===== src/hdl/ogtd_pkg.sv =====
package ogtd_pkg;

  // sample position counter, saturates at its all-ones value
  localparam int unsigned IDX_W = 10;
  localparam logic [IDX_W-1:0] IDX_MAX = {IDX_W{1'b1}};

  // window positions reach past the counter range, one extra bit
  localparam int unsigned POS_W = IDX_W + 1;

  // frame geometry
  localparam int unsigned FRAME_BITS = 21;
  localparam int unsigned MIN_FRAME_BITS = 18;
  localparam int unsigned MIN_VALID_COUNT = (FRAME_BITS - 2) * 3;
  localparam int unsigned MAX_VALID_COUNT = (FRAME_BITS + 2) * 3;
  localparam int unsigned SKIP_SAMPLES = 10;

  // bit accumulator only needs the bits that reach the frame
  localparam int unsigned SHIFT_W = FRAME_BITS;
  localparam int unsigned COUNT_W = 7;
  localparam logic [COUNT_W-1:0] COUNT_MAX = {COUNT_W{1'b1}};
  localparam int unsigned RUN_W = 7;
  localparam int unsigned LEN_W = 5;

  localparam logic [3:0] CHECKSUM_OK = 4'hF;
  localparam int unsigned TELEM_W = 12;

  // apb register map
  localparam int unsigned CFG_ADDR_W = 2;
  localparam int unsigned CFG_DATA_W = 32;
  localparam int unsigned PIN_W = 4;

  typedef enum logic [3:0] {
    PH_SEEK = 4'b0001,
    PH_RISE = 4'b0010,
    PH_FALL = 4'b0100,
    PH_DONE = 4'b1000
  } phase_t;

  // gcr 5b to 4b: {bad, nibble}
  function automatic logic [4:0] gcr_nibble(input logic [4:0] code);
    logic [4:0] r;
    begin
      case (code)
        5'h09: r = {1'b0, 4'd9};
        5'h0A: r = {1'b0, 4'd10};
        5'h0B: r = {1'b0, 4'd11};
        5'h0D: r = {1'b0, 4'd13};
        5'h0E: r = {1'b0, 4'd14};
        5'h0F: r = {1'b0, 4'd15};
        5'h12: r = {1'b0, 4'd2};
        5'h13: r = {1'b0, 4'd3};
        5'h15: r = {1'b0, 4'd5};
        5'h16: r = {1'b0, 4'd6};
        5'h17: r = {1'b0, 4'd7};
        5'h19: r = {1'b0, 4'd0};
        5'h1A: r = {1'b0, 4'd8};
        5'h1B: r = {1'b0, 4'd1};
        5'h1D: r = {1'b0, 4'd4};
        5'h1E: r = {1'b0, 4'd12};
        default: r = {1'b1, 4'd0};
      endcase
      return r;
    end
  endfunction

  // floor(x / 3) for x below 128, by reciprocal multiply
  function automatic logic [5:0] div3(input logic [RUN_W-1:0] x);
    logic [12:0] p;
    begin
      p = 13'(x) * 13'd43;
      return p[12:7];
    end
  endfunction

endpackage


===== src/hdl/ogtd_if.sv =====
interface ogtd_in_if;
  logic        valid;
  logic        ready;
  logic [15:0] port_word;
  logic        last;

  modport source (output valid, output port_word, output last, input ready);
  modport sink (input valid, input port_word, input last, output ready);
endinterface

interface ogtd_out_if;
  logic                              valid;
  logic                              ready;
  logic                              valid_res;
  logic [ogtd_pkg::TELEM_W-1:0]      telemetry;

  modport source (output valid, output valid_res, output telemetry, input ready);
  modport sink (input valid, input valid_res, input telemetry, output ready);
endinterface


===== src/hdl/oversampled_gcr_telemetry_decoder_top.sv =====
// Decodes one bidirectional telemetry reply from a capture buffer of port words taken at
// three times the bit rate. One port word is taken per transaction on in_ch, one per clock
// when nothing stalls; the word marked last closes the buffer and yields one transaction on
// out_ch (valid_res and the 12-bit telemetry, zero when invalid) after the three register
// stages (input, run tracking, frame decode). The run tracker handles one sample per clock
// unless a last word stalls; intake continues while a result waits. pin_select (APB byte
// address 0, bits 3:0) picks the line within the port word and must be written only while
// the block is idle; nothing enforces this. BUFFER_SAMPLES is the capture buffer length.
module oversampled_gcr_telemetry_decoder_top #(
  parameter int unsigned BUFFER_SAMPLES = 128
) (
  input  logic                               clk,
  input  logic                               rst_n,
  ogtd_in_if.sink                            in_ch,
  ogtd_out_if.source                         out_ch,
  input  logic                               psel,
  input  logic                               penable,
  input  logic                               pwrite,
  input  logic [ogtd_pkg::CFG_ADDR_W-1:0]    paddr,
  input  logic [ogtd_pkg::CFG_DATA_W-1:0]    pwdata,
  output logic [ogtd_pkg::CFG_DATA_W-1:0]    prdata,
  output logic                               pready
);

  localparam int unsigned SEARCH_LIMIT = BUFFER_SAMPLES - ogtd_pkg::MIN_VALID_COUNT;
  localparam logic [ogtd_pkg::POS_W-1:0] LIMIT_POS = ogtd_pkg::POS_W'(SEARCH_LIMIT);
  localparam logic [ogtd_pkg::POS_W-1:0] SKIP_POS = ogtd_pkg::POS_W'(ogtd_pkg::SKIP_SAMPLES);
  localparam logic [ogtd_pkg::POS_W-1:0] WIN_LEN =
    ogtd_pkg::POS_W'(ogtd_pkg::MAX_VALID_COUNT);

  // configuration register
  logic [ogtd_pkg::PIN_W-1:0] pin_r;
  logic                       cfg_wr;

  // input stage
  logic s1_v_r, s1_high_r, s1_last_r;

  // run tracking state
  ogtd_pkg::phase_t                phase_r, phase_nxt;
  logic [ogtd_pkg::IDX_W-1:0]      idx_r, idx_nxt;
  logic [ogtd_pkg::IDX_W-1:0]      edge_r, edge_nxt;
  logic [ogtd_pkg::POS_W-1:0]      wend_r, wend_nxt;
  logic [ogtd_pkg::SHIFT_W-1:0]    shift_r, shift_nxt;
  logic [ogtd_pkg::COUNT_W-1:0]    count_r, count_nxt;

  // captured frame
  logic                            f_v_r;
  logic [ogtd_pkg::SHIFT_W-1:0]    f_shift_r;
  logic [ogtd_pkg::COUNT_W-1:0]    f_count_r;

  // result register
  logic                            out_v_r, res_ok_r;
  logic [ogtd_pkg::TELEM_W-1:0]    telem_r;

  // flow control
  logic out_free, frame_free, s1_go, f_go, in_go;

  assign out_free   = !out_v_r || out_ch.ready;
  assign f_go       = f_v_r && out_free;
  assign frame_free = !f_v_r || out_free;
  assign s1_go      = s1_v_r && (!s1_last_r || frame_free);
  assign in_ch.ready = !s1_v_r || s1_go;
  assign in_go      = in_ch.valid && in_ch.ready;

  // apb port
  assign pready = 1'b1;
  assign cfg_wr = psel && penable && pwrite && pready;
  assign prdata = {{(ogtd_pkg::CFG_DATA_W - ogtd_pkg::PIN_W){1'b0}}, pin_r};

  always_ff @(posedge clk) begin
    if (!rst_n) begin
      pin_r <= '0;
    end else if (cfg_wr) begin
      pin_r <= pwdata[ogtd_pkg::PIN_W-1:0];
    end
  end

  // input register
  always_ff @(posedge clk) begin
    if (!rst_n) begin
      s1_v_r <= 1'b0;
    end else if (in_ch.ready) begin
      s1_v_r <= in_ch.valid;
    end
  end

  always_ff @(posedge clk) begin
    if (in_go) begin
      s1_high_r <= in_ch.port_word[pin_r];
      s1_last_r <= in_ch.last;
    end
  end

  // run length and shifted bits for an accepted edge
  logic [ogtd_pkg::POS_W-1:0]   j_pos, j_pos1, run_w;
  logic [5:0]                   len_q;
  logic [ogtd_pkg::LEN_W-1:0]   len;
  logic                         ones;
  logic [ogtd_pkg::SHIFT_W-1:0] shift_taken;
  logic [ogtd_pkg::COUNT_W:0]   count_sum;
  logic                         edge_seen;

  always_comb begin
    j_pos  = {1'b0, idx_r};
    j_pos1 = j_pos + 1'b1;
    run_w  = j_pos - {1'b0, edge_r} + ogtd_pkg::POS_W'(2);
    len_q  = ogtd_pkg::div3(run_w[ogtd_pkg::RUN_W-1:0]);
    len    = (len_q == '0) ? ogtd_pkg::LEN_W'(1) : len_q[ogtd_pkg::LEN_W-1:0];
    ones   = (phase_r == ogtd_pkg::PH_FALL);
    shift_taken = (shift_r << len) |
                  (ones ? ~({ogtd_pkg::SHIFT_W{1'b1}} << len) : '0);
    count_sum = {1'b0, count_r} + (ogtd_pkg::COUNT_W + 1)'(len);
    edge_seen = (phase_r == ogtd_pkg::PH_RISE) ? s1_high_r : !s1_high_r;
  end

  // per-sample state update
  always_comb begin
    phase_nxt = phase_r;
    idx_nxt   = idx_r;
    edge_nxt  = edge_r;
    wend_nxt  = wend_r;
    shift_nxt = shift_r;
    count_nxt = count_r;
    if (idx_r != ogtd_pkg::IDX_MAX) begin
      idx_nxt = idx_r + 1'b1;
      case (phase_r)
        ogtd_pkg::PH_SEEK: begin
          if (j_pos >= SKIP_POS && j_pos < LIMIT_POS && !s1_high_r) begin
            if (j_pos1 >= LIMIT_POS) begin
              phase_nxt = ogtd_pkg::PH_DONE;
            end else begin
              edge_nxt  = j_pos1[ogtd_pkg::IDX_W-1:0];
              wend_nxt  = j_pos1 + WIN_LEN;
              phase_nxt = ogtd_pkg::PH_RISE;
            end
          end
        end
        ogtd_pkg::PH_RISE, ogtd_pkg::PH_FALL: begin
          if (j_pos >= wend_r) begin
            phase_nxt = ogtd_pkg::PH_DONE;
          end else if (edge_seen) begin
            if (j_pos1 >= wend_r) begin
              phase_nxt = ogtd_pkg::PH_DONE;
            end else begin
              shift_nxt = shift_taken;
              count_nxt = count_sum[ogtd_pkg::COUNT_W] ? ogtd_pkg::COUNT_MAX :
                          count_sum[ogtd_pkg::COUNT_W-1:0];
              edge_nxt  = j_pos1[ogtd_pkg::IDX_W-1:0];
              phase_nxt = ones ? ogtd_pkg::PH_RISE : ogtd_pkg::PH_FALL;
            end
          end
        end
        ogtd_pkg::PH_DONE: begin
          phase_nxt = ogtd_pkg::PH_DONE;
        end
        default: begin
          phase_nxt = ogtd_pkg::PH_DONE;
        end
      endcase
    end
  end

  // tracking registers, cleared after the buffer's last sample
  always_ff @(posedge clk) begin
    if (!rst_n) begin
      phase_r <= ogtd_pkg::PH_SEEK;
      idx_r   <= '0;
      edge_r  <= '0;
      wend_r  <= '0;
      shift_r <= '0;
      count_r <= '0;
    end else if (s1_go) begin
      if (s1_last_r) begin
        phase_r <= ogtd_pkg::PH_SEEK;
        idx_r   <= '0;
        edge_r  <= '0;
        wend_r  <= '0;
        shift_r <= '0;
        count_r <= '0;
      end else begin
        phase_r <= phase_nxt;
        idx_r   <= idx_nxt;
        edge_r  <= edge_nxt;
        wend_r  <= wend_nxt;
        shift_r <= shift_nxt;
        count_r <= count_nxt;
      end
    end
  end

  // frame capture
  always_ff @(posedge clk) begin
    if (!rst_n) begin
      f_v_r <= 1'b0;
    end else if (s1_go && s1_last_r) begin
      f_v_r <= 1'b1;
    end else if (f_go) begin
      f_v_r <= 1'b0;
    end
  end

  always_ff @(posedge clk) begin
    if (s1_go && s1_last_r) begin
      f_shift_r <= shift_nxt;
      f_count_r <= count_nxt;
    end
  end

  // frame decode: length check, pad, xor decode, gcr lookup, checksum
  logic                          len_ok;
  logic [1:0]                    fill;
  logic [ogtd_pkg::SHIFT_W-1:0]  padded, gcr_word;
  logic [4:0]                    g0, g1, g2, g3;
  logic [15:0]                   decoded;
  logic                          codes_ok, sum_ok, frame_ok;

  always_comb begin
    len_ok = (f_count_r >= ogtd_pkg::COUNT_W'(ogtd_pkg::MIN_FRAME_BITS)) &&
             (f_count_r <= ogtd_pkg::COUNT_W'(ogtd_pkg::FRAME_BITS));
    fill   = 2'(ogtd_pkg::COUNT_W'(ogtd_pkg::FRAME_BITS) - f_count_r);
    padded = (f_shift_r << fill) | ~({ogtd_pkg::SHIFT_W{1'b1}} << fill);
    gcr_word = padded ^ (padded >> 1);
    g0 = ogtd_pkg::gcr_nibble(gcr_word[4:0]);
    g1 = ogtd_pkg::gcr_nibble(gcr_word[9:5]);
    g2 = ogtd_pkg::gcr_nibble(gcr_word[14:10]);
    g3 = ogtd_pkg::gcr_nibble(gcr_word[19:15]);
    decoded  = {g3[3:0], g2[3:0], g1[3:0], g0[3:0]};
    codes_ok = !(g0[4] || g1[4] || g2[4] || g3[4]);
    sum_ok   = ((decoded[3:0] ^ decoded[7:4] ^ decoded[11:8] ^ decoded[15:12])
                == ogtd_pkg::CHECKSUM_OK);
    frame_ok = len_ok && codes_ok && sum_ok;
  end

  // result register
  always_ff @(posedge clk) begin
    if (!rst_n) begin
      out_v_r <= 1'b0;
    end else if (out_free) begin
      out_v_r <= f_v_r;
    end
  end

  always_ff @(posedge clk) begin
    if (f_go) begin
      res_ok_r <= frame_ok;
      telem_r  <= frame_ok ? decoded[15:4] : '0;
    end
  end

  assign out_ch.valid     = out_v_r;
  assign out_ch.valid_res = res_ok_r;
  assign out_ch.telemetry = telem_r;

  // a new result only appears when a captured frame was waiting
  a_out_from_frame: assert property (@(posedge clk) disable iff (!rst_n)
    $rose(out_v_r) |-> $past(f_v_r))
    else $error("result raised without a captured frame");

  // a stalled frame keeps its contents
  a_frame_hold: assert property (@(posedge clk) disable iff (!rst_n)
    f_v_r && !out_free |=> f_v_r && $stable(f_count_r) && $stable(f_shift_r))
    else $error("captured frame lost while the result stage stalls");

  // closing the buffer restarts the sample counter and the search
  a_clear_on_last: assert property (@(posedge clk) disable iff (!rst_n)
    s1_go && s1_last_r |=> idx_r == '0 && phase_r == ogtd_pkg::PH_SEEK)
    else $error("tracking state not cleared after the last sample");

  // an invalid frame reports zero telemetry
  a_zero_when_bad: assert property (@(posedge clk) disable iff (!rst_n)
    out_v_r && !res_ok_r |-> telem_r == '0)
    else $error("nonzero telemetry on an invalid frame");

endmodule

===== src/flat_wrapper.sv =====
// flat-port wrapper written by rule: the top's interface ports become plain ports
module oversampled_gcr_telemetry_decoder_top_flat 
#(
  parameter int unsigned BUFFER_SAMPLES = 128
)
  (clk, rst_n, psel, penable, pwrite, paddr, pwdata, prdata, pready, in_ch_valid, in_ch_port_word, in_ch_last, in_ch_ready, out_ch_valid, out_ch_valid_res, out_ch_telemetry, out_ch_ready);
  ogtd_in_if in_ch_i ();
  ogtd_out_if out_ch_i ();
  input  logic clk;
  input  logic rst_n;
  input  logic psel;
  input  logic penable;
  input  logic pwrite;
  input  logic [ogtd_pkg::CFG_ADDR_W-1:0] paddr;
  input  logic [ogtd_pkg::CFG_DATA_W-1:0] pwdata;
  output logic [ogtd_pkg::CFG_DATA_W-1:0] prdata;
  output logic pready;
  input wire logic [$bits(in_ch_i.valid)-1:0] in_ch_valid;
  input wire logic [$bits(in_ch_i.port_word)-1:0] in_ch_port_word;
  input wire logic [$bits(in_ch_i.last)-1:0] in_ch_last;
  output wire logic [$bits(in_ch_i.ready)-1:0] in_ch_ready;
  output wire logic [$bits(out_ch_i.valid)-1:0] out_ch_valid;
  output wire logic [$bits(out_ch_i.valid_res)-1:0] out_ch_valid_res;
  output wire logic [$bits(out_ch_i.telemetry)-1:0] out_ch_telemetry;
  input wire logic [$bits(out_ch_i.ready)-1:0] out_ch_ready;
  assign in_ch_i.valid = in_ch_valid;
  assign in_ch_i.port_word = in_ch_port_word;
  assign in_ch_i.last = in_ch_last;
  assign in_ch_ready = in_ch_i.ready;
  assign out_ch_valid = out_ch_i.valid;
  assign out_ch_valid_res = out_ch_i.valid_res;
  assign out_ch_telemetry = out_ch_i.telemetry;
  assign out_ch_i.ready = out_ch_ready;
  oversampled_gcr_telemetry_decoder_top #(.BUFFER_SAMPLES(BUFFER_SAMPLES)) u_core (.clk(clk), .rst_n(rst_n), .in_ch(in_ch_i), .out_ch(out_ch_i), .psel(psel), .penable(penable), .pwrite(pwrite), .paddr(paddr), .pwdata(pwdata), .prdata(prdata), .pready(pready));
endmodule

===== config.mk =====
export PLATFORM = sky130hd
export DESIGN_NAME = oversampled_gcr_telemetry_decoder_top_flat
export DESIGN_NICKNAME = d
export VERILOG_FILES = /design/src/hdl/ogtd_pkg.sv /design/src/hdl/ogtd_if.sv /design/src/hdl/oversampled_gcr_telemetry_decoder_top.sv /design/src/flat_wrapper.sv
export SDC_FILE = /design/constraint.sdc
export NUM_CORES = 1
export LEC_CHECK = 0
export ABC_CLOCK_PERIOD_IN_PS = 10000
export BUFFER_PORTS_ARGS = -buffer_cell sky130_fd_sc_hd__buf_2
export CAP_MARGIN = 15
export CELL_PAD_IN_SITES_DETAIL_PLACEMENT = 1
export CELL_PAD_IN_SITES_GLOBAL_PLACEMENT = 1
export CORE_UTILIZATION = 50
export DETAILED_ROUTE_END_ITERATION = 16
export GPL_ROUTABILITY_DRIVEN = 0
export PLACE_DENSITY_LB_ADDON = 0.05
export SYNTH_ARGS = -nofsm -noshare
export SYNTH_HDL_FRONTEND = slang
export SYNTH_SLANG_ARGS = --single-unit

===== constraint.sdc =====
create_clock -name clk -period 10 [get_ports clk]
set_clock_uncertainty 0.1 [all_clocks]
set_input_delay 0.5 -clock clk [delete_from_list [all_inputs] [get_ports clk]]
set_output_delay 0.5 -clock clk [all_outputs]
set_load 0.005 [all_outputs]

# Word-level counts from Yosys, hierarchy flattened
# Memory sizes are Yosys's and may differ from the RTL's.
# Cells that the tools add are included.
# op_classes
addsub	7
mul	1
order_cmp	8
n_eq_ne	12
n_shift	4
mux	44
bitwise	8
reduce_logical	35
# ops
op	n
$mux W21	7
$mux W7	14
$mux W11	5
$not A21 Y21	2
$or A21 B21 Y21	2
$mux W4	7
$shl A21 B2 Y21	1
$shl A21 B2 Y21 const A	1
$shl A21 B5 Y21	1
$shl A21 B5 Y21 const A	1
$mux W10	2
$xor A20 B20 Y20	1
$pmux W7 S2	1
$mul A7 B6 Y13 const B	1
$xor A4 B4 Y4	3
$add A10 B1 Y11 const B	1
$add A11 B7 Y11 const B	1
$ge A10 B11 Y1	1
$ge A11 B11 Y1	1
$ge A11 B7 Y1 const B	1
$logic_and A1 B1 Y1	11
$add A10 B1 Y10 const B	1
$ge A10 B4 Y1 const B	1
$lt A10 B7 Y1 const B	1
other kinds (31)	51
# word_totals
reg_bits	110
rom_bits	640
input_bits	58
wordCells	139
memories	4
# mem_list
memory	depth	width	read_ports	rd_clocked_by_memory_dff	write_ports	line	source
(no name shown)	32	5	1	0	0	ogtd_pkg.sv:43	case (code)
(no name shown)	32	5	1	0	0	ogtd_pkg.sv:43	
(no name shown)	32	5	1	0	0	ogtd_pkg.sv:43	
(no name shown)	32	5	1	0	0	ogtd_pkg.sv:43	

# Logic depth before layout (Yosys ltp)
# depth
word_depth	15
depth_mapped	35

# Worst setup path before layout
# OpenSTA, ideal clock, no wires.
# synth_timing
path_type	reg-to-reg
start	register u_core.idx_r[0] (netlist name)
end	register u_core.f_count_r[0] (netlist name), data pin
arrival_time_ps	6465
required_time_ps	9646
path_slack_ps	3180
stages_incl_launch_ff	31
period_less_slack_ps	6820
path_cell_list	dfxtp_1 clkbuf_1 inv_1 ha_1 inv_1 ha_1 fa_1 a21o_1 a21oi_1 xnor2_1 ha_1 inv_1 fa_1 fa_1 inv_1 ha_1 buf_2 o21a_1 o21ai_1 o21ai_0 or2_2 buf_2 clkinv_1 clkbuf_1 ha_1 a21oi_1 o21bai_1 a21o_1 and3_1 or3_1 o21a_1
# synth_via
elab_chain_len	12
elab_cells_between_ends	16
classes_between	4 x add/sub; 1 x mul; 2 x order compare; 1 x eq/ne; 7 x mux; 1 x reduce/logical
# synth_rtl
element	line	source
from (decl)	oversampled_gcr_telemetry_decoder_top.sv:40	logic [ogtd_pkg::IDX_W-1:0] idx_r, idx_nxt;
from (signal assigned)	oversampled_gcr_telemetry_decoder_top.sv:182	idx_r <= idx_nxt;
$sub A7 B7 Y7	oversampled_gcr_telemetry_decoder_top.sv:106	run_w = j_pos - {1'b0, edge_r} + ogtd_pkg::POS_W'(2);
$add A7 B2 Y7	oversampled_gcr_telemetry_decoder_top.sv:106	
$mul A7 B6 Y13	ogtd_pkg.sv:70	p = 13'(x) * 13'd43;
$logic_not A6 Y1	oversampled_gcr_telemetry_decoder_top.sv:108	len = (len_q == '0) ? ogtd_pkg::LEN_W'(1) : len_q[ogtd_pkg::LEN_W-1:0];
$mux W5	oversampled_gcr_telemetry_decoder_top.sv:108	
$add A7 B5 Y8	oversampled_gcr_telemetry_decoder_top.sv:112	count_sum = {1'b0, count_r} + (ogtd_pkg::COUNT_W + 1)'(len);
$mux W7	oversampled_gcr_telemetry_decoder_top.sv:146	count_nxt = count_sum[ogtd_pkg::COUNT_W] ? ogtd_pkg::COUNT_MAX :
$mux W7	oversampled_gcr_telemetry_decoder_top.sv:142	if (j_pos1 >= wend_r) begin
$mux W7	oversampled_gcr_telemetry_decoder_top.sv:141	end else if (edge_seen) begin
$mux W7	oversampled_gcr_telemetry_decoder_top.sv:139	if (j_pos >= wend_r) begin
$mux W7	oversampled_gcr_telemetry_decoder_top.sv:126	case (phase_r)
$mux W7 *	oversampled_gcr_telemetry_decoder_top.sv:124	if (idx_r != ogtd_pkg::IDX_MAX) begin
named net u_core.count_nxt (one bit)	oversampled_gcr_telemetry_decoder_top.sv:44	logic [ogtd_pkg::COUNT_W-1:0] count_r, count_nxt;
to (signal assigned)	oversampled_gcr_telemetry_decoder_top.sv:205	f_count_r <= count_nxt;
to (decl)	oversampled_gcr_telemetry_decoder_top.sv:49	logic [ogtd_pkg::COUNT_W-1:0] f_count_r;
# The timed path passes the listed nets; every way through them passes the cells marked *.
# A chain may end at the register's enable or synchronous reset.

# Worst setup path in the final report
# layout_timing
start	register u_core.idx_r[2] (netlist name)
end	register u_core.f_shift_r[8] (netlist name), data pin
# layout_via
elab_chain_len	14
elab_cells_between_ends	19
classes_between	3 x add/sub; 1 x mul; 2 x order compare; 1 x eq/ne; 2 x shift; 7 x mux; 2 x bitwise; 1 x reduce/logical
# layout_rtl
element	line	source
$sub A7 B7 Y7	oversampled_gcr_telemetry_decoder_top.sv:106	
$add A7 B2 Y7	oversampled_gcr_telemetry_decoder_top.sv:106	
$mul A7 B6 Y13	ogtd_pkg.sv:70	
$logic_not A6 Y1	oversampled_gcr_telemetry_decoder_top.sv:108	
$mux W5	oversampled_gcr_telemetry_decoder_top.sv:108	
$shl A21 B5 Y21	oversampled_gcr_telemetry_decoder_top.sv:111	(ones ? ~({ogtd_pkg::SHIFT_W{1'b1}} << len) : '0);
$not A21 Y21	oversampled_gcr_telemetry_decoder_top.sv:111	
$mux W21	oversampled_gcr_telemetry_decoder_top.sv:111	
$or A21 B21 Y21	oversampled_gcr_telemetry_decoder_top.sv:110	shift_taken = (shift_r << len) |
$mux W21	oversampled_gcr_telemetry_decoder_top.sv:142	
$mux W21	oversampled_gcr_telemetry_decoder_top.sv:141	
$mux W21	oversampled_gcr_telemetry_decoder_top.sv:139	
$mux W21	oversampled_gcr_telemetry_decoder_top.sv:126	
$mux W21 *	oversampled_gcr_telemetry_decoder_top.sv:124	
named net u_core.shift_nxt (one bit)	oversampled_gcr_telemetry_decoder_top.sv:43	logic [ogtd_pkg::SHIFT_W-1:0] shift_r, shift_nxt;
to (signal assigned)	oversampled_gcr_telemetry_decoder_top.sv:204	f_shift_r <= shift_nxt;
to (decl)	oversampled_gcr_telemetry_decoder_top.sv:48	logic [ogtd_pkg::SHIFT_W-1:0] f_shift_r;
# Marked as above.

==> metrics.md <==
| Metric | Value |
|---|---|
| Outcome | `finished clean` |
| # Post-CTS Setup Buffers | `0` |
| Worst skew pair latency | `370 ps` |
| Biggest area consumer among synthesized cells | `dfxtp_1` |
| TritonCTS Buffers | `9` |
| Pwr dens | `92.6 nW/um^2` |
| # hold bufs at CTS | `0` |
| Vias per Instance | `6.19` |
| Clock-pin slew on the worst setup and hold paths | `70 ps` |
| Iter 0 DRT Violations | `575` |
| Max Cap Viol | `0` |
| Cell area after synthesis | `10,400 um^2` |
| Wire per inst | `20.2 um` |
| Root Driver | `clkbuf_16` |
| Hold slack | `206 ps` |
| Row count | `52` |
| Die W | `146 um` |
| Vias | `9,099` |
| DIE HEIGHT | `146 um` |
| Final WS setup | `1990 ps` |
| Crit Path Category | `flip-flop to flip-flop` |
| Worst Tran Pin Value | `1090 ps` |
| Worst vdd ir | `0.0757 mV` |
| Psw | `0.275 mW` |
| Pin count of the biggest net entering global routing | `54` |
| Layout cell share with drive strength beyond 1 | `0.122` |
| Synth Instances | `1,196` |
| Reg power frac | `0.469` |
| Placeable Area | `20,300 um^2` |
| Distinct cells, synth | `97` |
| Post-synthesis sequential area ratio | `0.253` |
| First-pass GRT wire length | `47,800 um` |
| Area of the die | `21,400 um^2` |
| Top Ports | `106` |
| Final hold vios | `0` |
| Number of enable flip-flop cells after synthesis | `43` |
| I/O Buffers | `46` |
| Int Power | `0.742 mW` |
| Effective utilization at floorplan | `0.513` |
| Post-route ant nets | `0` |
| Routed wire length | `29,700 um` |
| Worst setup SP type | `flip-flop` |
| Final Core Density | `0.540` |
| Nets | `1,342` |
| Antenna diodes | `0` |
| Synth Area per Inst | `8.70 um^2` |
| Synth top area share | `0.129` |
| Number of synthesis warnings | `0` |
| Clk buf depth | `2` |
| Setup TNS | `0 ps` |
| Total number of H-tree levels | `3` |
| GRT Util Overall | `0.280` |
| Commonest cells post-synth | `nand2_1, ha_1, nor2_1` |
| Post-CTS Resized | `0` |
| Number of global-route vias before repair | `9,116` |
| Drt pass-1 iters | `5` |
| Worst endpoint required time | `9950 ps` |
| Worst path arrival time | `7970 ps` |
| RSZ-0062 raised after global routing | `no` |
| Hold Path Class | `input port to flip-flop` |
| Ys async rst share | `0` |
| Crit-path max FO | `31` |
| Sink Count | `110` |
| R2R setup slack | `1990 ps` |
| Tcrit/Tclk final | `0.801` |
| Area contributors post-synth | `dfxtp_1, edfxtp_1, ha_1` |
| Grt total ovfl | `0` |
| Pleak | `4.34 nW` |
| Max Clk Rate | `125 MHz` |
| Clock tree from TritonCTS | `built` |
| Max Slew Vio Count | `0` |
| Gate power share | `0.150` |
| Pre-CTS setup slack | `2170 ps` |
| # DRC | `0` |
| Final setup viols | `0` |
| Sw Share | `0.270` |
| Clock Power Share | `0.381` |
| Flops & latches, synth | `110` |
| Cell with the most instances after synthesis | `nand2_1` |
| CP endpoint kind | `flip-flop` |
| Syn-to-layout area delta | `5.45%` |
| Initial antenna violation count | `0` |
| Rel. slew slack | `0.270` |
| Final Critical Period | `8010 ps` |
| Top_reg_cell synth | `dfxtp_1` |
| Post-DP HPWL | `22,200 um` |
-- worst max-delay path: stages, from the launching register on --
cell and delay [ps]:
dfxtp_1 540, ha_1 350, ha_1 310, a21o_1 170, a21oi_1 260, o21bai_1 110
a21oi_1 200, xnor2_1 260, inv_1 120, fa_1 530, fa_1 540, inv_1 40
ha_1 490, a21oi_1 300, o211a_2 320, o221a_2 730, inv_1 100, buf_4 260
nor2_2 480, o21ai_4 190, o221ai_1 510, mux2i_1 200, a211oi_1 310, o21ai_0 230
-- area by class of cell --
class,count,area [um^2]
multi-input cells,941,7050
repair buffers,61,363
well taps,270,338
clock buffers,11,254
flip-flops and latches,110,2630
fillers,2469,9330
clock inverters,5,63.8
inverters,71,267
-- state kept, by name, summed over array words and instances (netlist names) --
name,cells
u_core.wend_r,11
u_core.idx_r,10
u_core.out_ch.telemetry,12
u_core.out_ch.valid_res,1
u_core.shift_r,21
u_core.out_ch.valid,1
u_core.count_r,7
u_core.phase_r,4
u_core.f_shift_r,21
u_core.s1_v_r,1
u_core.edge_r,7
u_core.s1_last_r,1
u_core.f_v_r,1
u_core.f_count_r,7
u_core.s1_high_r,1
u_core.pin_r,4
-- logic make-up (layout without fill, tap and decap cells) --
family / count (synthesis) / count (layout) / synth area share
simple gates: 363 / 363 / 0.175
flops: 110 / 110 / 0.253
mux: 72 / 72 / 0.0983
buf+inv: 172 / 148 / 0.0800
compound gates: 324 / 324 / 0.220
xor+xnor: 63 / 63 / 0.0592
other cells: 2 / 29 / 0.000722
fa+ha+maj: 90 / 90 / 0.114
-- worst paths after layout --
kind | start | end | cells after the start
hold / removal | in_ch_last | u_core.s1_last_r$_DFFE_PP_ | 1
setup reg to reg | u_core.idx_r[2]$_SDFFE_PN0P_ | u_core.f_shift_r[8]$_DFFE_PP_ | 23
hold reg to reg | u_core.edge_r[5]$_SDFFE_PN0P_ | u_core.edge_r[5]$_SDFFE_PN0P_ | 2
setup / recovery | u_core.idx_r[2]$_SDFFE_PN0P_ | u_core.f_shift_r[8]$_DFFE_PP_ | 23
-- placed cells by master, fill, tap and decap left out, types with 8 or more instances in the layout --
cell type,netlist,final
a21boi_0,15,15
a21o_1,12,12
a21oi_1,53,53
a22oi_1,14,14
a31oi_1,11,11
and2_1,9,9
buf_2,20,46
buf_4,35,14
clkbuf_16,0,10
conb_1,2,29
dfxtp_1,67,67
edfxtp_1,43,43
fa_1,8,8
ha_1,82,82
inv_1,69,69
mux2i_1,41,41
mux4_2,23,23
nand2_1,116,116
nand3_1,27,27
nand4_1,13,13
nor2_1,71,71
nor2b_1,34,34
nor3_1,28,28
o211ai_1,18,18
o21a_1,16,16
o21ai_0,66,65
o21ai_1,9,10
o221ai_1,8,8
o22ai_1,11,11
o31ai_1,10,10
or3_1,12,12
xnor2_1,32,32
xor2_1,24,24
-- routing by layer --
metal  up-vias  track usage  part of all wire
li1       4323            -                 -
met1      4461        0.352              0.44
met2       261        0.488              0.49
met3        54       0.0450             0.049
met4         0       0.0932             0.026
met5         -            0                 0
-- power groups by stage --
stage / Clock [mW] / Combinational (mW) / Sequential (mW)
finish: 0.387 / 0.152 / 0.477
detailed placement: 0 / 0.150 / 0.488
floorplan: 0 / 0.122 / 0.484
CTS: 0.399 / 0.152 / 0.477
global placement: 0 / 0.146 / 0.487
global route: 0.410 / 0.168 / 0.478
-- through the flow --
| stage | cell area (um^2) | total power [mW] | cells |
|---|---|---|---|
| floorplan | 10500 | 0.606 | 1223 |
| global placement | 10600 | 0.633 | 1452 |
| detailed placement | 10600 | 0.637 | 1452 |
| CTS | 10900 | 1.03 | 1468 |
| global route | 11000 | 1.06 | 1469 |
| finish | 11000 | 1.02 | 1469 |
No activity file was read; power rests on OpenSTA's default activity.
